### config.mk
export PLATFORM = sky130hd
export DESIGN_NAME = counting_semaphore_fifo_wait_top
export DESIGN_NICKNAME = d
export VERILOG_FILES = /design/src/csfw_pkg.sv /design/src/csfw_ram.sv /design/src/counting_semaphore_fifo_wait_top.sv
export VERILOG_INCLUDE_DIRS = /design/src /design/src/src
export SDC_FILE = /design/constraint.sdc
export NUM_CORES = 1
export LEC_CHECK = 0
export ABC_AREA = 1
export BUFFER_PORTS_ARGS = -buffer_cell sky130_fd_sc_hd__buf_2
export CAP_MARGIN = 0
export CORE_UTILIZATION = 31
export CTS_CLUSTER_SIZE = 10
export DETAILED_ROUTE_END_ITERATION = 8
export PLACE_DENSITY = 0.43
export REMOVE_ABC_BUFFERS = 1
export SYNTH_ARGS = -nofsm -noshare
export SYNTH_HDL_FRONTEND = slang
export SYNTH_SLANG_ARGS = --single-unit
### constraint.sdc
create_clock -name clk -period 2.9 [get_ports clk]
set_input_delay 0.145 -clock clk [delete_from_list [all_inputs] [get_ports clk]]
set_output_delay 0.145 -clock clk [all_outputs]
set_load 0.02 [all_outputs]
### src/counting_semaphore_fifo_wait_top_defines.svh
// Assertion macros shared by the semaphore RTL
`ifndef COUNTING_SEMAPHORE_FIFO_WAIT_TOP_DEFINES_SVH
`define COUNTING_SEMAPHORE_FIFO_WAIT_TOP_DEFINES_SVH

// Same-cycle implication, checked outside reset
`define CSFW_ASSERT_NOW(label, clk, rst_n, ante, cons, msg) \
    label: assert property (@(posedge clk) disable iff (!rst_n) (ante) |-> (cons)) \
        else $error(msg);

// Next-cycle implication, checked outside reset
`define CSFW_ASSERT_NEXT(label, clk, rst_n, ante, cons, msg) \
    label: assert property (@(posedge clk) disable iff (!rst_n) (ante) |=> (cons)) \
        else $error(msg);

`endif

### src/csfw_pkg.sv
package csfw_pkg;

    // Sizing
    localparam int MAX_THREADS = 64;
    localparam int COUNT_BITS  = 16;
    localparam int PTR_W       = $clog2(MAX_THREADS);
    localparam int TOTAL_W     = $clog2(MAX_THREADS + 1);
    localparam int TID_W       = 6;
    localparam int CFG_W       = 16;

    typedef logic [COUNT_BITS-1:0] count_t;
    typedef logic [PTR_W-1:0]      ptr_t;
    typedef logic [TOTAL_W-1:0]    total_t;

    localparam count_t COUNT_MAX  = '1;
    localparam total_t TOTAL_FULL = total_t'(MAX_THREADS);
    localparam ptr_t   PTR_LAST   = ptr_t'(MAX_THREADS - 1);

    // Request codes
    localparam logic REQ_WAIT   = 1'b0;
    localparam logic REQ_SIGNAL = 1'b1;

    // Status codes
    localparam logic [2:0] ST_GRANTED   = 3'd0;
    localparam logic [2:0] ST_BLOCKED   = 3'd1;
    localparam logic [2:0] ST_NO_WAITER = 3'd2;
    localparam logic [2:0] ST_WOKE      = 3'd3;
    localparam logic [2:0] ST_FULL      = 3'd4;

    typedef struct packed {
        logic             req_type;
        logic [TID_W-1:0] thread_id;
    } in_t;

    typedef struct packed {
        logic [2:0]       status;
        logic [TID_W-1:0] woken_thread;
    } out_t;

    // Circular pointer advance
    function automatic ptr_t ptr_next(input ptr_t p);
        ptr_t r;
        if (p == PTR_LAST)
        begin
            r = '0;
        end
        else
        begin
            r = p + ptr_t'(1);
        end
        return r;
    endfunction

endpackage

### src/csfw_ram.sv
module csfw_ram #(
    parameter int WIDTH = 8,
    parameter int DEPTH = 64
) (
    input  logic                     clk,
    input  logic                     we,
    input  logic [$clog2(DEPTH)-1:0] waddr,
    input  logic [WIDTH-1:0]         wdata,
    input  logic                     re,
    input  logic [$clog2(DEPTH)-1:0] raddr,
    output logic [WIDTH-1:0]         rdata
);

    logic [WIDTH-1:0] mem_reg [DEPTH];
    logic [WIDTH-1:0] rdata_reg;

    // Write port
    always_ff @(posedge clk)
    begin
        if (we)
        begin
            mem_reg[waddr] <= wdata;
        end
    end

    // Registered read, holds between reads
    always_ff @(posedge clk)
    begin
        if (re)
        begin
            rdata_reg <= mem_reg[raddr];
        end
    end

    assign rdata = rdata_reg;

endmodule

### src/counting_semaphore_fifo_wait_top.sv
// Counting semaphore with a FIFO queue of blocked thread ids held in a RAM.
// Each result passes the stage register (with the RAM read) and then the output register.
// One item per cycle unless the output stalls or a config write blocks input; separate RAM read/write ports.
// Reset (rst_n, async, active low): count and initial count zero, queue empty.
// A configuration write reloads the count and empties the queue at once.
`include "counting_semaphore_fifo_wait_top_defines.svh"

module counting_semaphore_fifo_wait_top (
    input  logic                               clk,
    input  logic                               rst_n,
    input  logic                               in_valid,
    output logic                               in_ready,
    input  csfw_pkg::in_t                      in_data,
    output logic                               out_valid,
    input  logic                               out_ready,
    output csfw_pkg::out_t                     out_data,
    input  logic                               cfg_valid,
    output logic                               cfg_ready,
    input  logic [csfw_pkg::CFG_W-1:0]         cfg_data
);

    // Semaphore state
    csfw_pkg::count_t count_reg, count_next;
    csfw_pkg::ptr_t   head_reg, head_next;
    csfw_pkg::ptr_t   tail_reg, tail_next;
    csfw_pkg::total_t total_reg, total_next;

    // Stage after accept: status plus whether the RAM data is the woken id
    logic       s1_valid_reg, s1_valid_next;
    logic [2:0] s1_status_reg, s1_status_next;
    logic       s1_ram_reg, s1_ram_next;

    // Output register
    logic           out_valid_reg, out_valid_next;
    csfw_pkg::out_t out_item_reg, out_item_next;

    logic in_fire;
    logic s1_advance;
    logic ram_we;
    logic ram_re;
    logic [csfw_pkg::TID_W-1:0] ram_rdata;
    csfw_pkg::count_t cfg_count;

    // Handshakes; no item is taken in the cycle of a configuration write
    assign cfg_ready  = 1'b1;
    assign s1_advance = s1_valid_reg && (!out_valid_reg || out_ready);
    assign in_ready   = (!s1_valid_reg || s1_advance) && !cfg_valid;
    assign in_fire    = in_valid && in_ready;
    assign out_valid  = out_valid_reg;
    assign out_data   = out_item_reg;

    // Clamp the written count to the counter range
    always_comb
    begin
        if (32'(cfg_data) > 32'(csfw_pkg::COUNT_MAX))
        begin
            cfg_count = csfw_pkg::COUNT_MAX;
        end
        else
        begin
            cfg_count = csfw_pkg::count_t'(cfg_data);
        end
    end

    // Request handling: count update and queue pointer moves
    always_comb
    begin
        count_next     = count_reg;
        head_next      = head_reg;
        tail_next      = tail_reg;
        total_next     = total_reg;
        s1_status_next = s1_status_reg;
        s1_ram_next    = s1_ram_reg;
        ram_we         = 1'b0;
        ram_re         = 1'b0;
        if (cfg_valid)
        begin
            count_next = cfg_count;
            head_next  = '0;
            tail_next  = '0;
            total_next = '0;
        end
        else if (in_fire)
        begin
            s1_ram_next = 1'b0;
            if (in_data.req_type == csfw_pkg::REQ_WAIT)
            begin
                if (count_reg != '0)
                begin
                    count_next     = count_reg - csfw_pkg::count_t'(1);
                    s1_status_next = csfw_pkg::ST_GRANTED;
                end
                else if (total_reg != csfw_pkg::TOTAL_FULL)
                begin
                    ram_we         = 1'b1;
                    tail_next      = csfw_pkg::ptr_next(tail_reg);
                    total_next     = total_reg + csfw_pkg::total_t'(1);
                    s1_status_next = csfw_pkg::ST_BLOCKED;
                end
                else
                begin
                    s1_status_next = csfw_pkg::ST_FULL;
                end
            end
            else
            begin
                if (count_reg != csfw_pkg::COUNT_MAX)
                begin
                    count_next = count_reg + csfw_pkg::count_t'(1);
                end
                if (total_reg != '0)
                begin
                    ram_re         = 1'b1;
                    s1_ram_next    = 1'b1;
                    head_next      = csfw_pkg::ptr_next(head_reg);
                    total_next     = total_reg - csfw_pkg::total_t'(1);
                    s1_status_next = csfw_pkg::ST_WOKE;
                end
                else
                begin
                    s1_status_next = csfw_pkg::ST_NO_WAITER;
                end
            end
        end
    end

    // Pipeline valid flow and output capture
    always_comb
    begin
        s1_valid_next  = s1_valid_reg;
        out_valid_next = out_valid_reg;
        out_item_next  = out_item_reg;
        if (in_fire)
        begin
            s1_valid_next = 1'b1;
        end
        else if (s1_advance)
        begin
            s1_valid_next = 1'b0;
        end
        if (s1_advance)
        begin
            out_valid_next             = 1'b1;
            out_item_next.status       = s1_status_reg;
            out_item_next.woken_thread = s1_ram_reg ? ram_rdata : '0;
        end
        else if (out_ready)
        begin
            out_valid_next = 1'b0;
        end
    end

    // Control registers
    always_ff @(posedge clk or negedge rst_n)
    begin
        if (!rst_n)
        begin
            count_reg     <= '0;
            head_reg      <= '0;
            tail_reg      <= '0;
            total_reg     <= '0;
            s1_valid_reg  <= 1'b0;
            out_valid_reg <= 1'b0;
        end
        else
        begin
            count_reg     <= count_next;
            head_reg      <= head_next;
            tail_reg      <= tail_next;
            total_reg     <= total_next;
            s1_valid_reg  <= s1_valid_next;
            out_valid_reg <= out_valid_next;
        end
    end

    // Payload registers
    always_ff @(posedge clk)
    begin
        s1_status_reg <= s1_status_next;
        s1_ram_reg    <= s1_ram_next;
        out_item_reg  <= out_item_next;
    end

    // Wait queue storage
    csfw_ram #(
        .WIDTH (csfw_pkg::TID_W),
        .DEPTH (csfw_pkg::MAX_THREADS)
    ) u_wait_ram (
        .clk   (clk),
        .we    (ram_we),
        .waddr (tail_reg),
        .wdata (in_data.thread_id),
        .re    (ram_re),
        .raddr (head_reg),
        .rdata (ram_rdata)
    );

    // Checks
    `CSFW_ASSERT_NOW(a_total_bound, clk, rst_n, 1'b1,
        total_reg <= csfw_pkg::TOTAL_FULL, "waiter total above queue depth")
    `CSFW_ASSERT_NOW(a_empty_ptrs, clk, rst_n, total_reg == '0,
        head_reg == tail_reg, "empty queue with pointers apart")
    `CSFW_ASSERT_NEXT(a_woke_read, clk, rst_n, in_fire && s1_ram_next && !cfg_valid,
        s1_valid_reg && s1_status_reg == csfw_pkg::ST_WOKE, "woken item lost its status")

endmodule

* Word level (Yosys, flattened, before mapping)
Memory sizes are Yosys's and may differ from the RTL's. A register that Yosys moved wholly into a read port is not among the register bits.
Index checks and enable logic that the tools add are counted.
** Operators by class
- Add/subtract/negate cells :: 6
- Eq/ne operators :: 9
- Muxes and demuxes :: 41
- Bitwise logic cells :: 1
- Reduce and logical (&&, ||, !) cells :: 23
** Operators with widths (count)
- 2-to-1 mux 16 bit :: 5
- 2-to-1 mux 6 bit :: 11
- 2-to-1 mux 7 bit :: 6
- adder 16 x 1 -> 16 bit (second input constant) :: 1
- 2-to-1 mux 1 bit :: 16
- != test 16 bit (second input constant) :: 1
- nonzero test 16 bit :: 1
- subtractor 16 x 1 -> 16 bit (second input constant) :: 1
- adder 6 x 1 -> 6 bit (second input constant) :: 2
- equality test 6 bit (second input constant) :: 2
- nonzero test 2 bit :: 6
- 2-to-1 mux 3 bit :: 3
- AND reduction 4 bit :: 2
- adder 7 x 1 -> 7 bit (second input constant) :: 1
- != test 7 bit (second input constant) :: 1
- nonzero test 7 bit :: 1
- subtractor 7 x 1 -> 7 bit (second input constant) :: 1
- != test 3 x 1 -> 1 bit (second input constant) :: 2
- AND reduction 3 bit :: 2
- nonzero test 3 bit :: 2
- logical AND 1 bit :: 3
- zero test 1 bit :: 3
- != test 3 bit (second input constant) :: 1
- logical OR 1 bit :: 2
- 4 further kinds :: 4
** Word-level totals
- Flip-flop bits (word level) :: 50
- Bits in writable memories :: 384
- Input port bits :: 28
- Output and inout port bits :: 12
- Logic and storage cells :: 91
- Memories kept :: 1
** Memory list
- u_wait_ram.mem_reg :: words 64, bits a word 6, read ports 1, clocked after memory_dff 1, write ports 1, RTL line csfw_ram.sv:14 : logic [WIDTH-1:0] mem_reg [DEPTH];

* Depth between registers and ports, before layout
- Word-level depth :: 10
- Mapped depth :: 14
- Depth with buffers taken out :: 12

* Modules after synthesis
From an unflattened synthesis, not the netlist that was laid out.
** Second synthesis, totals
- Cell total of the unflattened synthesis :: 1917
- Area total of the unflattened synthesis :: 19761.5 um2
** Modules (own cells, without submodules)
- csfw_ram :: instances 1, cells an instance 1376, area an instance 15990.3 um2, seq. area each 11711.2 um2
- counting_semaphore_fifo_wait_top :: instances 1, cells an instance 541, area an instance 3771.1 um2, seq. area each 1316.3 um2

* Worst setup path before layout
Ideal clock, no wire load.
- Kind :: reg-to-reg
- From :: reg out_valid_reg, in the netlist out_valid
- To :: mem u_wait_ram.mem_reg[24][0] (netlist bit) (enable)
- Library setup time :: 0.350 ns
- Data arrival time :: 1.651 ns
- Data required time :: 2.550 ns
- Slack :: 0.899 ns
- Cell stages (with the launch flop) :: 8
- Path buffers :: 0
- Period minus slack after synthesis :: 2.001 ns
- Cell sequence :: dfrtp_1 -> nand3_1 -> nand2_1 -> inv_1 -> nand2_2 -> nor2_4 -> nand3_1 -> nor2_1
** Between the ends
- Cells in the longest elaborated chain, start to end :: 10
** RTL lines
- start: declaration :: RTL line counting_semaphore_fifo_wait_top.sv:34 : logic out_valid_reg, out_valid_next;
- start signal: assignment :: RTL line counting_semaphore_fifo_wait_top.sv:172 : out_valid_reg <= out_valid_next;
- zero test 1 bit :: RTL line counting_semaphore_fifo_wait_top.sv:46 : assign s1_advance = s1_valid_reg && (!out_valid_reg || out_ready);
- logical OR 1 bit :: RTL line counting_semaphore_fifo_wait_top.sv:46
- logical AND 1 bit :: RTL line counting_semaphore_fifo_wait_top.sv:46
- logical OR 1 bit :: RTL line counting_semaphore_fifo_wait_top.sv:47 : assign in_ready = (!s1_valid_reg || s1_advance) && !cfg_valid;
- logical AND 1 bit :: RTL line counting_semaphore_fifo_wait_top.sv:47
- via in_ready :: RTL line counting_semaphore_fifo_wait_top.sv:12 : output logic in_ready,
- logical AND 1 bit :: RTL line counting_semaphore_fifo_wait_top.sv:48 : assign in_fire = in_valid && in_ready;
- 2-to-1 mux 1 bit :: RTL line counting_semaphore_fifo_wait_top.sv:83 : else if (in_fire)
- 2-to-1 mux 1 bit :: RTL line counting_semaphore_fifo_wait_top.sv:76 : if (cfg_valid)
- 2-to-1 mux 1 bit :: RTL line csfw_ram.sv:20 : if (we)
- 2-to-1 mux 1 bit (implied by the code) :: RTL line csfw_ram.sv:22 : mem_reg[waddr] <= wdata;
- end: declaration :: RTL line csfw_ram.sv:14
The timed path passes the listed nets, and every way through them passes these cells.

* Worst setup path after layout
- From :: reg count_reg[8]
- To :: mem u_wait_ram.mem_reg[11][2] (netlist bit) (enable)
** Between the ends
- Cells in the longest elaborated chain, start to end :: 7
** RTL lines
- start: declaration :: RTL line counting_semaphore_fifo_wait_top.sv:23 : csfw_pkg::count_t count_reg, count_next;
- start signal: assignment :: RTL line counting_semaphore_fifo_wait_top.sv:167 : count_reg <= count_next;
- nonzero test 16 bit :: RTL line counting_semaphore_fifo_wait_top.sv:88 : if (count_reg != '0)
- 2-to-1 mux 1 bit :: RTL line counting_semaphore_fifo_wait_top.sv:88
- 2-to-1 mux 1 bit :: RTL line counting_semaphore_fifo_wait_top.sv:86 : if (in_data.req_type == csfw_pkg::REQ_WAIT)
- 2-to-1 mux 1 bit :: RTL line counting_semaphore_fifo_wait_top.sv:83
- 2-to-1 mux 1 bit :: RTL line counting_semaphore_fifo_wait_top.sv:76
- 2-to-1 mux 1 bit :: RTL line csfw_ram.sv:20
- 2-to-1 mux 1 bit (implied by the code) :: RTL line csfw_ram.sv:22
Every way passes these cells.

==> impl_metrics.json <==
{
  "outcome": "finished clean",
  "vias_per_cell": 4.73,
  "dr_wl_met2_um": 26400,
  "final_cell_mix": "nand2_1 (766), edfxtp_1 (403), nand3_1 (317), inv_1 (166), nor2_1 (141)",
  "rsz0062_at_grt": "no",
  "wire_per_inst_um": 18.5,
  "clock_skew_ns": 0.0201,
  "ys_async_sr_fraction": 0.0841,
  "h-tree-depth": 2,
  "fin_ws_ns": 0.262,
  "dr_wl_met3_um": 2340,
  "vdd_drop_max_mv": 0.400,
  "yosys_warnings": 0,
  "switching_share": 0.263,
  "syn_inst": 2052,
  "grt_pass1_wl_um": 85900,
  "placedInstanceArea_sq_mm": 0.0215,
  "crit_path_max_fanout": 10,
  "grt_pass1_vias": 14237,
  "core_sq_mm": 0.0634,
  "track_usage": 0.172,
  "slew_headroom": 0.343,
  "clock-sinks": 440,
  "syn_area_sq_mm": 0.0200,
  "fin_area_sq_mm": 0.0232,
  "pwr-share-clk": 0.390,
  "vias": 14265,
  "hold_violations": 0,
  "rrSetupSlack_ns": 0.26,
  "grt_start_max_net_pins": 92,
  "clk_path_buf_depth": 3,
  "tightest_slew_ns": 0.985,
  "largest_register_ff_count": 384,
  "grt_overflow": 0,
  "nets": 2190,
  "die_y_um": 256,
  "dpl_worst_slack_ns": 0.243,
  "cts_tree": "done",
  "required_ns": 3.12,
  "synth_flop_cell": "edfxtp_1",
  "start_util": 0.316,
  "fin_crit_sh": 0.910,
  "cts_root_buf": "clkbuf_16",
  "synth-edff-count": 403,
  "p_int_mw": 11.1,
  "postCtsSetupRepairBufs": 0,
  "p_seq_frac": 0.477,
  "cp_top_family": "simple AND/OR/NAND/NOR gates",
  "hpwl_um": 35200,
  "routed.top_layer": "met4",
  "min-delay-path-class": "in -> reg",
  "worstSetupPathType": "reg -> reg",
  "p_per_area_mw_per_mm2": 651,
  "end_kind": "flip-flop",
  "drc": 0,
  "antenna_found_initial": 0,
  "p_comb_frac": 0.133,
  "clk_latency_ns": 0.59,
  "syn_avg_cell_area_sq_um": 9.76,
  "antenna_cells": 0,
  "setup_violations": 0,
  "drt_iter0_markers": 1075,
  "yosysSeqAreaShare": 0.651,
  "final_cells": 3014,
  "finalWirelength_um": 55900,
  "cts_buffers": 52,
  "cpMaxStageDelayCell": "nor2_1",
  "crit_top_cell": "nor2_1",
  "postLayoutCoreUtil": 0.365,
  "area_growth_pct": 15.6,
  "maxSlewViolCount": 0,
  "synth_seq_cells": 440,
  "ant_nets": 0,
  "port_buffers": 38,
  "crit_path_cell_trace": "nor2_1, nand3_1, nor2_2, nand4_2, nor2_4, buf_4, nand2_1, nor2_1",
  "critPathArrivalTime_ns": 2.86,
  "p_sw_mw": 3.96,
  "die_w_um": 256,
  "io_pins": 40,
  "drive_gt1_frac": 0.0876,
  "maxCapViolations": 0,
  "rows": 92,
  "p_leak_nw": 9.32,
  "final_common_cell": "nand2_1",
  "gp_congestion": 0.813,
  "die_area_sq_mm": 0.0656,
  "postCtsHoldBufs": 20,
  "drtPass1Iterations": 5,
  "clk_pin_slew_worst_paths_ns": 0.05,
  "ctsResizeCount": 0,
  "worst_setup_path_start_kind": "flip-flop",
  "synthDistinctLibCells": 33,
  "max_stage_delay_ns": 0.48,
  "wl_met1_um": 25800,
  "max_freq_ghz": 0.379,
  "fin_crit_ns": 2.64,
  "dp_cells": 2911,
  "hold-worst-slack_ns": 0.0776,
  "cp.buffers_inverters": 1
}
==> power groups by stage <==
stage,Combinational [mW],Clock (mW),Sequential [mW]
floorplan,1.29,0,7.36
global placement,2.03,0,7.32
detailed placement,2.02,0,7.33
CTS,2.04,6.06,7.20
global route,2.28,6.29,7.21
finish,2.01,5.88,7.20
==> kinds of logic after synthesis <==
family,synth area share
AOI/OAI and AO/OA,0.0114
xor gates and xnor gates,0.00481
adders and majority gates,0.0151
buffers and inverters,0.0553
DFF,0.651
other,0.000187
and+or+nand+nor,0.263
==> worst paths after layout <==
check / from / endpoint / cells after the start
worst max-delay path: count_reg[8] / u_wait_ram.mem_reg[11][2] / 8
worst min-delay path: cfg_valid / s1_valid_reg / 6
worst max register to register: count_reg[8] / u_wait_ram.mem_reg[11][2] / 8
worst min register to register: s1_status_reg[0] / out_data[6] / 0
max in group asynchronous: rst_n / head_reg[0] / 2
min in group asynchronous: rst_n / count_reg[13] / 2
==> worst register-to-register path, delay by kind of cell, from the launching register on <==
family,cells,cell delay [ns]
AND/OR/NAND/NOR,7,1.62
buffers and inverters,1,0.24
flip-flops,1,0.41
==> stage by stage <==
step,total power [mW],setup TNS [ns]
after floorplan,8.66,-32.23
after global placement,9.36,0
after CTS,15.3,0
after global routing,15.8,0
after detailed placement,9.34,0
final,15.1,0
==> routing by layer <==
| metal | up-vias | track usage |
|---|---|---|
| met1 | 6929 | 0.233 |
| li1 | 6961 | - |
| met4 | 0 | 0.0536 |
| met3 | 78 | 0.0218 |
| met2 | 297 | 0.285 |
| met5 | - | 0 |
==> layout make-up <==
cell class / count / area [sq um]
fill: 6455 / 40300
tap: 846 / 1060
clock inverter: 9 / 80.1
clock buffer: 74 / 1400
timing repair buffer: 126 / 1030
multi-input combinational: 1344 / 5890
sequential: 440 / 13000
inverter: 175 / 662
==> cell usage after synthesis (all sizes together) (14+ instances only) <==
master | count | area [sq um]
a21oi | 15 | 75.1
buf | 62 | 334
clkbuf | 31 | 116
dfrtp | 37 | 926
edfxtp | 403 | 12100
ha | 21 | 263
inv | 174 | 653
nand2 | 770 | 2900
nand3 | 319 | 1610
nor2 | 145 | 564
nor3 | 14 | 70.1
o21ai | 28 | 140
No activity file was read; power rests on OpenSTA's default activity.
